## src/sv/qkc_pkg.sv

```systemverilog
// Shared types and constants for the quadkey codec.
// No dependencies; used by qkc_encoder, qkc_decoder and quadkey_codec.
`default_nettype none

package qkc_pkg;

	// Field widths fixed by the tile coordinate format
	localparam int unsigned TILE_BITS = 29;
	localparam int unsigned ZOOM_W    = 5;
	localparam int unsigned CHAR_W    = 8;

	// ASCII key digits
	localparam logic [CHAR_W-1:0] CHAR_ZERO  = 8'h30;
	localparam logic [CHAR_W-1:0] CHAR_THREE = 8'h33;
	localparam logic [CHAR_W-1:0] CHAR_NONE  = 8'h00;

	// Function select carried on tuser of the input beat
	localparam logic FUNC_ENCODE = 1'b0;
	localparam logic FUNC_DECODE = 1'b1;

	// One result beat
	typedef struct packed {
		logic [CHAR_W-1:0]    digit;
		logic [TILE_BITS-1:0] x;
		logic [TILE_BITS-1:0] y;
		logic [ZOOM_W-1:0]    zoom;
		logic                 ok;
		logic                 last;
	} qkc_result_t;

endpackage

`default_nettype wire

```

## src/sv/qkc_encoder.sv

```systemverilog
// Bit-serial quadkey encoder: column and row shift registers, one digit per cycle
// while advance is high. Depends on qkc_pkg.
`default_nettype none

module qkc_encoder #(
	parameter int unsigned ZOOM_LIMIT = 29
) (
	input  wire                                 clk,
	input  wire                                 arst_n,
	input  wire                                 start,
	input  wire                                 advance,
	input  wire  [qkc_pkg::TILE_BITS-1:0]       tile_x,
	input  wire  [qkc_pkg::TILE_BITS-1:0]       tile_y,
	input  wire  [qkc_pkg::ZOOM_W-1:0]          zoom,
	output logic                                busy,
	output logic                                res_valid,
	output qkc_pkg::qkc_result_t                res
);

	localparam logic [qkc_pkg::ZOOM_W-1:0] LIMIT = qkc_pkg::ZOOM_W'(ZOOM_LIMIT);
	localparam int unsigned MSB = qkc_pkg::TILE_BITS - 1;

	logic [qkc_pkg::ZOOM_W-1:0]    z_clamp;
	logic [qkc_pkg::ZOOM_W-1:0]    shift_amt;
	logic [qkc_pkg::ZOOM_W-1:0]    cnt_q;
	logic [qkc_pkg::TILE_BITS-1:0] col_q;
	logic [qkc_pkg::TILE_BITS-1:0] row_q;

	// saturate zoom, then align the top digit to the MSB
	assign z_clamp   = (zoom > LIMIT) ? LIMIT : zoom;
	assign shift_amt = qkc_pkg::ZOOM_W'(qkc_pkg::TILE_BITS) - z_clamp;
	assign busy      = (cnt_q != '0);

	// digits left to emit
	always_ff @(posedge clk or negedge arst_n) begin
		if (!arst_n) begin
			cnt_q <= '0;
		end else if (start && z_clamp != '0) begin
			cnt_q <= z_clamp;
		end else if (busy && advance) begin
			cnt_q <= cnt_q - 1'b1;
		end
	end

	// coordinate shift registers, MSB first
	always_ff @(posedge clk) begin
		if (start) begin
			col_q <= tile_x << shift_amt;
			row_q <= tile_y << shift_amt;
		end else if (busy && advance) begin
			col_q <= {col_q[MSB-1:0], 1'b0};
			row_q <= {row_q[MSB-1:0], 1'b0};
		end
	end

	// result beat: a digit while busy, the empty marked result for zoom 0
	always_comb begin
		res      = '0;
		res.ok   = 1'b1;
		res.last = 1'b1;
		if (busy) begin
			res.digit = qkc_pkg::CHAR_ZERO
				+ {{(qkc_pkg::CHAR_W-2){1'b0}}, row_q[MSB], col_q[MSB]};
			res.last  = (cnt_q == qkc_pkg::ZOOM_W'(1));
		end
	end

	assign res_valid = busy | (start && z_clamp == '0);

endmodule

`default_nettype wire

```

## src/sv/qkc_decoder.sv

```systemverilog
// Quadkey decoder: shifts two bits per key character into column and row.
// Depends on qkc_pkg.
`default_nettype none

module qkc_decoder #(
	parameter int unsigned ZOOM_LIMIT = 29
) (
	input  wire                                 clk,
	input  wire                                 arst_n,
	input  wire                                 char_valid,
	input  wire  [qkc_pkg::CHAR_W-1:0]          key_char,
	input  wire                                 last_char,
	output logic                                res_valid,
	output qkc_pkg::qkc_result_t                res
);

	localparam logic [qkc_pkg::ZOOM_W-1:0] LIMIT = qkc_pkg::ZOOM_W'(ZOOM_LIMIT);
	localparam int unsigned MSB = qkc_pkg::TILE_BITS - 1;

	logic [qkc_pkg::TILE_BITS-1:0] col_q, col_n;
	logic [qkc_pkg::TILE_BITS-1:0] row_q, row_n;
	logic [qkc_pkg::ZOOM_W-1:0]    len_q, len_n;
	logic                          err_q, err_n;
	logic                          good_char;
	logic [1:0]                    val;

	assign good_char = (key_char >= qkc_pkg::CHAR_ZERO) && (key_char <= qkc_pkg::CHAR_THREE);
	assign val       = key_char[1:0];

	// next state after this character
	always_comb begin
		col_n = col_q;
		row_n = row_q;
		len_n = len_q;
		err_n = err_q;
		priority if (!good_char) begin
			err_n = 1'b1;
		end else if (len_q >= LIMIT) begin
			err_n = 1'b1;
		end else begin
			col_n = {col_q[MSB-1:0], val[0]};
			row_n = {row_q[MSB-1:0], val[1]};
			len_n = len_q + 1'b1;
		end
	end

	// decoder state, cleared after the marked character
	always_ff @(posedge clk or negedge arst_n) begin
		if (!arst_n) begin
			col_q <= '0;
			row_q <= '0;
			len_q <= '0;
			err_q <= 1'b0;
		end else if (char_valid) begin
			if (last_char) begin
				col_q <= '0;
				row_q <= '0;
				len_q <= '0;
				err_q <= 1'b0;
			end else begin
				col_q <= col_n;
				row_q <= row_n;
				len_q <= len_n;
				err_q <= err_n;
			end
		end
	end

	// result on the marked character; a failed key reports zeros
	always_comb begin
		res      = '0;
		res.last = 1'b1;
		res.ok   = !err_n;
		if (!err_n) begin
			res.x    = col_n;
			res.y    = row_n;
			res.zoom = len_n;
		end
	end

	assign res_valid = char_valid & last_char;

endmodule

`default_nettype wire

```

## src/sv/quadkey_codec.sv

```systemverilog
// Quadkey codec top level: tile coordinate to key digits and back.
// Encode: the beat loads the digit counter and coordinate shifters, then each digit passes
// the output register, one digit per cycle unless m_tready stalls; no new beat while busy.
// Decode: one char per cycle unless stalled; the result shows the cycle after the last char.
// Reset: arst_n is asynchronous, active low; it clears the digit counter, the output
// valid and the decoder state.
`default_nettype none

module quadkey_codec #(
	parameter int unsigned MAX_ZOOM = 29
) (
	input  wire         clk,
	input  wire         arst_n,
	// slave side
	input  wire         s_tvalid,
	output logic        s_tready,
	input  wire  [71:0] s_tdata,  // tile_x[28:0], tile_y[57:29], zoom[62:58], key_char[70:63], 0
	input  wire         s_tuser,  // func
	input  wire         s_tlast,  // last_char
	// master side
	output logic        m_tvalid,
	input  wire         m_tready,
	output logic [71:0] m_tdata,  // digit_char[7:0], out_x[36:8], out_y[65:37], out_zoom[70:66], 0
	output logic        m_tuser,  // ok
	output logic        m_tlast   // last
);

	localparam int unsigned ZOOM_LIMIT =
		(MAX_ZOOM < qkc_pkg::TILE_BITS) ? MAX_ZOOM : qkc_pkg::TILE_BITS;

	logic                 out_free;
	logic                 accept;
	logic                 enc_start;
	logic                 dec_char;
	logic                 enc_busy;
	logic                 enc_valid;
	logic                 dec_valid;
	qkc_pkg::qkc_result_t enc_res;
	qkc_pkg::qkc_result_t dec_res;
	qkc_pkg::qkc_result_t res_q;
	logic                 m_tvalid_q;

	// input handshake: one item at a time, output register must have room
	assign out_free  = !m_tvalid_q || m_tready;
	assign s_tready  = !enc_busy && out_free;
	assign accept    = s_tvalid && s_tready;
	assign enc_start = accept && (s_tuser == qkc_pkg::FUNC_ENCODE);
	assign dec_char  = accept && (s_tuser == qkc_pkg::FUNC_DECODE);

	qkc_encoder #(
		.ZOOM_LIMIT(ZOOM_LIMIT)
	) u_encoder (
		.clk      (clk),
		.arst_n   (arst_n),
		.start    (enc_start),
		.advance  (out_free),
		.tile_x   (s_tdata[28:0]),
		.tile_y   (s_tdata[57:29]),
		.zoom     (s_tdata[62:58]),
		.busy     (enc_busy),
		.res_valid(enc_valid),
		.res      (enc_res)
	);

	qkc_decoder #(
		.ZOOM_LIMIT(ZOOM_LIMIT)
	) u_decoder (
		.clk       (clk),
		.arst_n    (arst_n),
		.char_valid(dec_char),
		.key_char  (s_tdata[70:63]),
		.last_char (s_tlast),
		.res_valid (dec_valid),
		.res       (dec_res)
	);

	// output register valid
	always_ff @(posedge clk or negedge arst_n) begin
		if (!arst_n) begin
			m_tvalid_q <= 1'b0;
		end else if (out_free) begin
			m_tvalid_q <= enc_valid || dec_valid;
		end
	end

	// output register payload
	always_ff @(posedge clk) begin
		if (out_free && (enc_valid || dec_valid)) begin
			res_q <= enc_valid ? enc_res : dec_res;
		end
	end

	assign m_tvalid = m_tvalid_q;
	assign m_tdata  = {1'b0, res_q.zoom, res_q.y, res_q.x, res_q.digit};
	assign m_tuser  = res_q.ok;
	assign m_tlast  = res_q.last;

`ifndef SYNTHESIS
	// encoder and decoder never offer a beat in the same cycle
	a_one_source: assert property (@(posedge clk) disable iff (!arst_n)
		!(enc_valid && dec_valid))
		else $error("encoder and decoder results collide");

	// no item is taken while digits are still being emitted
	a_busy_blocks: assert property (@(posedge clk) disable iff (!arst_n)
		enc_busy |-> !s_tready)
		else $error("input accepted during encode");

	// a failed decode carries all-zero fields
	a_fail_zero: assert property (@(posedge clk) disable iff (!arst_n)
		(m_tvalid && !m_tuser) |-> (m_tdata == '0 && m_tlast))
		else $error("failed decode with nonzero fields");

	// every emitted encode digit is an ASCII 0 to 3
	a_digit_range: assert property (@(posedge clk) disable iff (!arst_n)
		(enc_busy && out_free) |=> (m_tvalid && m_tdata[7:2] == 6'b001100))
		else $error("encoded digit out of range");
`endif

endmodule

`default_nettype wire
```

## config.mk

```make
export PLATFORM = sky130hd
export DESIGN_NAME = quadkey_codec
export DESIGN_NICKNAME = d
export VERILOG_FILES = /design/src/sv/qkc_pkg.sv /design/src/sv/qkc_encoder.sv /design/src/sv/qkc_decoder.sv /design/src/sv/quadkey_codec.sv
export SDC_FILE = /design/constraint.sdc
export NUM_CORES = 1
export LEC_CHECK = 0
export ABC_AREA = 1
export BUFFER_PORTS_ARGS = -buffer_cell sky130_fd_sc_hd__buf_2
export CORE_ASPECT_RATIO = 2
export CORE_UTILIZATION = 60
export DETAILED_ROUTE_END_ITERATION = 8
export PLACE_DENSITY = 0.91
export SLEW_MARGIN = 40
export SYNTH_ARGS = -nofsm -noshare
export SYNTH_HDL_FRONTEND = slang
export SYNTH_SLANG_ARGS = --single-unit
```

## constraint.sdc

```tcl
create_clock -name clk -period 9.67 [get_ports clk]
set_input_delay 1.934 -clock clk [delete_from_list [all_inputs] [get_ports clk]]
set_output_delay 1.934 -clock clk [all_outputs]
set_load 0.1 [all_outputs]
```

==> results of run 1 <==
[metal layers]
layer,part of all wire (%),GRT usage (%),up-vias
met2,54,51.8,505
met1,36,32.4,4735
met5,0,0,-
met4,4.5,14.6,0
met3,5.6,4.04,99
li1,-,-,4860
[tightest hold or removal path: cells and delay by family, from the launching register on]
family / cells / cell delay [ns]
simple gates: 1 / 0.08
compound gates: 1 / 0.04
flops: 1 / 0.35
[cells in the final DEF (no fill, tap or decap), types with 2 or more instances in the layout]
| master | Yosys | routed |
|---|---|---|
| conb_1 | 1 | 5 |
| a21oi_1 | 51 | 51 |
| inv_2 | 4 | 4 |
| nand2_2 | 2 | 4 |
| nand3b_1 | 3 | 3 |
| buf_2 | 42 | 147 |
| inv_4 | 0 | 2 |
| inv_8 | 0 | 2 |
| o221ai_1 | 3 | 3 |
| nand3_1 | 260 | 260 |
| nor2_2 | 3 | 3 |
| ha_1 | 5 | 5 |
| clkbuf_16 | 0 | 18 |
| clkinvlp_4 | 0 | 3 |
| o21ai_0 | 47 | 47 |
| nand4_1 | 3 | 3 |
| clkinv_4 | 0 | 2 |
| nand2_4 | 4 | 5 |
| o22ai_1 | 60 | 60 |
| nand2_1 | 317 | 313 |
| buf_8 | 0 | 2 |
| inv_1 | 122 | 121 |
| nor2_4 | 4 | 6 |
| buf_4 | 20 | 6 |
| edfxtp_1 | 126 | 126 |
| o21ai_1 | 6 | 6 |
| o31ai_1 | 2 | 2 |
| dfrtp_1 | 68 | 68 |
| nor2_1 | 137 | 135 |
| or2_2 | 2 | 2 |
| o211ai_1 | 30 | 30 |
| inv_6 | 0 | 2 |
| xor2_1 | 3 | 3 |
| nor3_1 | 14 | 14 |
[power groups by stage]
stage,logic (mW),clock network (mW),registers [mW]
2_1_floorplan,0.687,0,2.10
3_5_place_dp,1.60,0,1.49
5_1_grt,1.73,0.735,1.51
3_3_place_gp,1.55,0,1.47
4_1_cts,1.61,0.704,1.48
6_report,1.61,0.696,1.48
[cell usage after synthesis, drive strengths merged]
| cell | number |
|---|---|
| edfxtp | 126 |
| nor3 | 14 |
| clkbuf | 23 |
| a31oi | 1 |
| ha | 5 |
| o31ai | 2 |
| xor2 | 3 |
| dfrtp | 68 |
| inv | 126 |
| or2 | 3 |
| o211ai | 30 |
| nand3 | 261 |
| nor2 | 144 |
| nand2 | 323 |
| o22ai | 60 |
| o21ai | 54 |
| buf | 71 |
| a21boi | 1 |
| conb | 1 |
| a21oi | 51 |
| nand3b | 3 |
| a22oi | 1 |
| nor4 | 1 |
| o221ai | 3 |
| a22o | 1 |
| xnor2 | 1 |
| nand4 | 3 |
| clkinv | 1 |
| nor3b | 1 |
[flip-flops by register name, summed over array words and instances (netlist names)]
register	cells
m_tlast	1
u_encoder.cnt_q	5
u_encoder.row_q	29
m_tvalid	1
m_tuser	1
u_decoder.row_q	28
m_tdata	66
u_decoder.err_q	1
u_decoder.col_q	28
u_decoder.len_q	5
u_encoder.col_q	29
[stage by stage]
step / cells / power, mW / hold WS [ns] / util [%] / setup slack, ns
after floorplan: 1386 / 2.79 / 0.463 / - / 4.59
after global placement: 1662 / 3.02 / 0.480 / 64.0 / 4.53
after detailed placement: 1665 / 3.09 / 0.488 / 64.5 / 4.52
after CTS: 1696 / 3.79 / 0.505 / 67.7 / 4.97
after global routing: 1696 / 3.98 / 0.527 / 67.7 / 4.65
final: 1696 / 3.78 / 0.506 / 67.7 / 4.89
[path summary, 6_finish.rpt]
check                              startpoint                  end  slack (ns)  depth (start not counted)
max                               s_tdata[61]  u_encoder.col_q[25]        4.89                         13
min in group asynchronous              arst_n  u_decoder.col_q[22]        1.58                          2
max in group asynchronous              arst_n  u_decoder.row_q[18]        7.62                          2
min                           u_decoder.err_q      u_decoder.err_q        0.51                          2
max reg2reg                u_encoder.cnt_q[0]          m_tdata[16]        6.22                         12
min reg2reg                   u_decoder.err_q      u_decoder.err_q        0.51                          2
[cell type report]
class / instances / share of cell area [%]
clock buffers: 20 / 3.79
repair buffers: 157 / 6.89
flip-flops and latches: 194 / 44.5
inverters: 127 / 3.89
multi-input cells: 971 / 37.8
clock inverters: 11 / 0.944
well taps: 216 / 2.19
[cell families (layout without fill, tap and decap cells)]
logic type	Yosys count	after routing	synth area share [%]
AND/OR/NAND/NOR	753	753	29.7
buffers and inverters	221	315	9.11
AO/OA/AOI/OAI	204	204	10.8
flip-flops	194	194	49.5
adder cells (fa/ha/maj)	5	5	0.564
XOR/XNOR	4	4	0.316
other	1	5	0.0338
==> results.ini, run 1 <==
[outcome]
status=finished with violations
failed_checks=design-rule violations

[detailed_routing]
drt-total-wl_um=26600
wire_per_inst_um=15.7
drt-initial-drc-count=687
dr.pass1.iters=7
ant_nets=0
drc=11
dr_total_vias=10199
vias_per_cell=6.01

[timing]
period_share_pct=49.5
finalHoldViolCount=0
rsz0062_at_grt=no
setup_viol=0
setup_tns_ns=0
fin_worst_skew_ns=0.0113
worstMarginPinSlew_ns=0.826
drv_slew=0
relSlewSlack_pct=44.9
post-route-min-period_ns=4.78
fmax_mhz=209

[clocking]
cts_root_buffer=clkbuf_16
cts_tree=built
htreeDepth=4
cts.repair.resized=0
cts_sinks=194
clkTransAtPathRegs_ns=0.07
clock_latency_ns=0.43
postCtsSetupRepairBufs=0
max-clock-path-buffers=2
cts_hold_buf=0
cts_made_buffers=17

[power]
p_clk_share_pct=18.4
p_int_mw=2.08
power_density_nw_per_um2=307
p_leak_nw=5.81
switching_share_pct=45.1
ir_drop_mv=0.196
power_frac_comb_pct=42.6
seq_power_share_pct=39.0
switching_power_mw=1.71

[critical_path]
critPathMaxFanout=52
cp-end-kind=flop
worstSetupStartpointType=input port
cp_top_family=simple AND/OR/NAND/NOR gates
crit_required_ns=9.85
slowest_delay_ns=0.75
cp.arrival_ns=4.96
cp_num_buf_inv=3
worstSetupPathType=input port to flop
crit_slowest_cell=inv_2
cp_cell_sequence=buf_2, nand2_1, inv_1, nand2_2, nand2_4, nand2_4, nand2_4, inv_2, nand2_1, nand3_1, o21ai_1, nand2_1, nand3_1

[yosys]
syn_avg_cell_area_um2=8.02
synth_area_leaders=edfxtp_1, dfrtp_1, nand3_1, nand2_1, nor2_1
syn_inst=1382
ys_seq_elements=194
yosysWarnings=0
synth_top_area_share_pct=34.1
yosysTopAreaCell=edfxtp_1
ys_seq_area_share_pct=49.5
synth_area_um2=11100
synthDistinctLibCells=41

[placement]
port_buffers=147
place_area_um2=11700
hpwl_um=18700
gp_congestion=0.952

[cells_and_area]
num_antenna_cells=0
drive_above_1_share_pct=14.6
n_fill_cell=1501
area_growth_pct=11.2
final_area_um2=12300
ff_latch_area_um2=5490
nets=1551
multiInputGateArea_um2=4660

[global_routing]
antenna_found_initial=0
grt_start_max_net_pins=127
grt_first_pass_wirelength_um=43700
grt_pass1_vias=9594
grt-ovfl-total=0
track_usage_pct=28.6

[min_path]
hold_class=flop to flop

[floorplanning]
coreArea_um2=18200
fp.dieH_um=194
rows=70
die-width_um=98.1
dieArea_um2=19100
pin_count=154
initial_utilization_pct=60.9

[run]
max_cap_violations=0

No activity file was read; power rests on OpenSTA's default activity.
==> run 2: changes to the inputs <==
Settings changed: CORE_UTILIZATION 60 to 53, PLACE_DENSITY 0.91 to 0.85.
Clock period 9.67 ns to 4 ns, I/O delays scaled along.
==> run 2 against run 1 <==
  * Setup slack worse by 3.8 ns
  * Count of clock-buffer cells in the layout up 2
  * Total power up 140%
  * Largest cell class unchanged
  * Worst hold slack worse by 0.10 ns
  * Core utilization down 6.7 points
  * Non-clock buffer count up 13
  * Critical path depth down 1
  * Clock power rose to 2.5 times the previous value
  * Die area up 13%
  * The run now ends clean
  * Clock skew down 0.0041 ns
==> results.ini, run 2 (synthesis gave the netlist of run 1 again) <==
[floorplanning]
die-width_um=104
initial_utilization_pct=54.2
rows=74
coreArea_um2=20500
fp.dieH_um=207
pin_count=154
dieArea_um2=21500

[power]
switching_power_mw=4.01
ir_drop_mv=0.540
p_leak_nw=5.87
power_frac_comb_pct=42.1
p_clk_share_pct=19.1
switching_share_pct=43.7
power_density_nw_per_um2=734
p_int_mw=5.15
seq_power_share_pct=38.8

[critical_path]
r2r_start=u_encoder.cnt_q[0]
crit_required_ns=4.07
critPathMaxFanout=67
worst-r2r-setup-slack_ns=1.11
cp-end-kind=flop
worstSetupStartpointType=flop
rr_endpoint=m_tdata[19]
cp.arrival_ns=2.96
worstSetupPathType=flop to flop
startpoint=u_encoder.cnt_q[0]
r2r_cells=12

[clocking]
htreeDepth=4
clock_latency_ns=0.43
cts_tree=built
postCtsSetupRepairBufs=0
cts_made_buffers=17
cts_root_buffer=clkbuf_16
max-clock-path-buffers=2
cts_sinks=194
cts_hold_buf=0
cts.repair.resized=0
clkTransAtPathRegs_ns=0.07

[timing]
worstMarginPinSlew_ns=0.709
post-route-min-period_ns=2.89
drv_slew=0
setup_tns_ns=0
rsz0062_at_grt=no
fin_worst_skew_ns=0.00721
fmax_mhz=345
period_share_pct=72.4
finalHoldViolCount=0
relSlewSlack_pct=52.7
post-route-worst-setup-slack_ns=1.11
setup_viol=0

[global_routing]
grt_start_max_net_pins=70
grt_first_pass_wirelength_um=43000
antenna_found_initial=0
track_usage_pct=24.9
grt_pass1_vias=9495
grt-ovfl-total=0

[cells_and_area]
final_cell_mix=nand2_1, nand3_1, buf_2
final_area_um2=12500
num_antenna_cells=0
drive_above_1_share_pct=14.9
largest_reg_flops=66
nets=1564
area_growth_pct=12.5
layout_commonest_cell=nand2_1

[detailed_routing]
wire_per_inst_um=14.8
drc=0
drt-initial-drc-count=504
dr_total_vias=9969
vias_per_cell=5.66
drt-total-wl_um=26100
ant_nets=0
dr.pass1.iters=8

[outcome]
status=finished clean

[min_path]
hold_class=input port to async pin

[placement]
place_area_um2=11900
hpwl_um=18900
place_ws_ns=0.877
gp_congestion=0.959
port_buffers=147

[run]
max_cap_violations=0

[run 2: changes by cell type in the layout (fill, tap and decap cells not counted), sizes merged]
cell and delta:
clkbuf +2, buf +13, inv -4, clkinv +2
bufinv +3, clkinvlp -2
[run 2: metrics by stage]
stage | hold WS (ns) | total power, mW | utilization (%) | std cells
after global routing | 0.434 | 9.65 | 61.0 | 1760
final | 0.403 | 9.16 | 61.0 | 1760
after global placement | 0.483 | 7.32 | 58.0 | 1728
after floorplan | 0.463 | 6.74 | - | 1386
after CTS | 0.404 | 9.20 | 60.9 | 1760
after detailed placement | 0.497 | 7.43 | 58.0 | 1728
[run 2: layer usage]
| metal | track usage (%) | vias up | part of all wire, % |
|---|---|---|---|
| met5 | 0 | - | 0 |
| met4 | 12.7 | 0 | 3.7 |
| met3 | 3.80 | 69 | 4.9 |
| met2 | 46.6 | 394 | 54 |
| met1 | 27.1 | 4633 | 37 |
| li1 | - | 4873 | - |
[run 2: worst max-delay path, cell delays in order (launching register included)]
cell and delay [ns]:
dfrtp_1 0.38, inv_1 0.13, ha_1 0.22, nand3_4 0.16, nor2_4 0.13, nand2_2 0.10
nor2_4 0.25, inv_2 0.05, or2_1 0.23, nand2_1 0.08, o21ai_0 0.15, clkinvlp_4 0.13
buf_6 0.47
[run 2: worst max path at each step]
stage                         end  slack [ns]  cells after the start
4_1_cts               m_tdata[17]        0.90                     12
3_5_place_dp          m_tdata[17]        0.88                     11
3_3_place_gp          m_tdata[19]        0.93                     11
6_report              m_tdata[19]        1.11                     12
5_1_grt               m_tdata[19]        0.91                     12
2_1_floorplan  u_encoder.col_q[0]        0.04                      9
[run 2: power by group through the flow]
stage	clock, mW	sequential (mW)	combinational, mW
after detailed placement	0	3.59	3.84
after floorplan	0	5.08	1.66
after global routing	1.85	3.64	4.17
final	1.75	3.55	3.86
after global placement	0	3.55	3.76
after CTS	1.78	3.56	3.86
[run 2: cell type report]
cell class              instances  area (µm²)
clock buffers                  22         444
clock inverters                10         158
inverters                     127         480
multi-input cells             971        4650
flip-flops and latches        194        5490
fillers                      1843        7990
well taps                     266         333
repair buffers                170         925
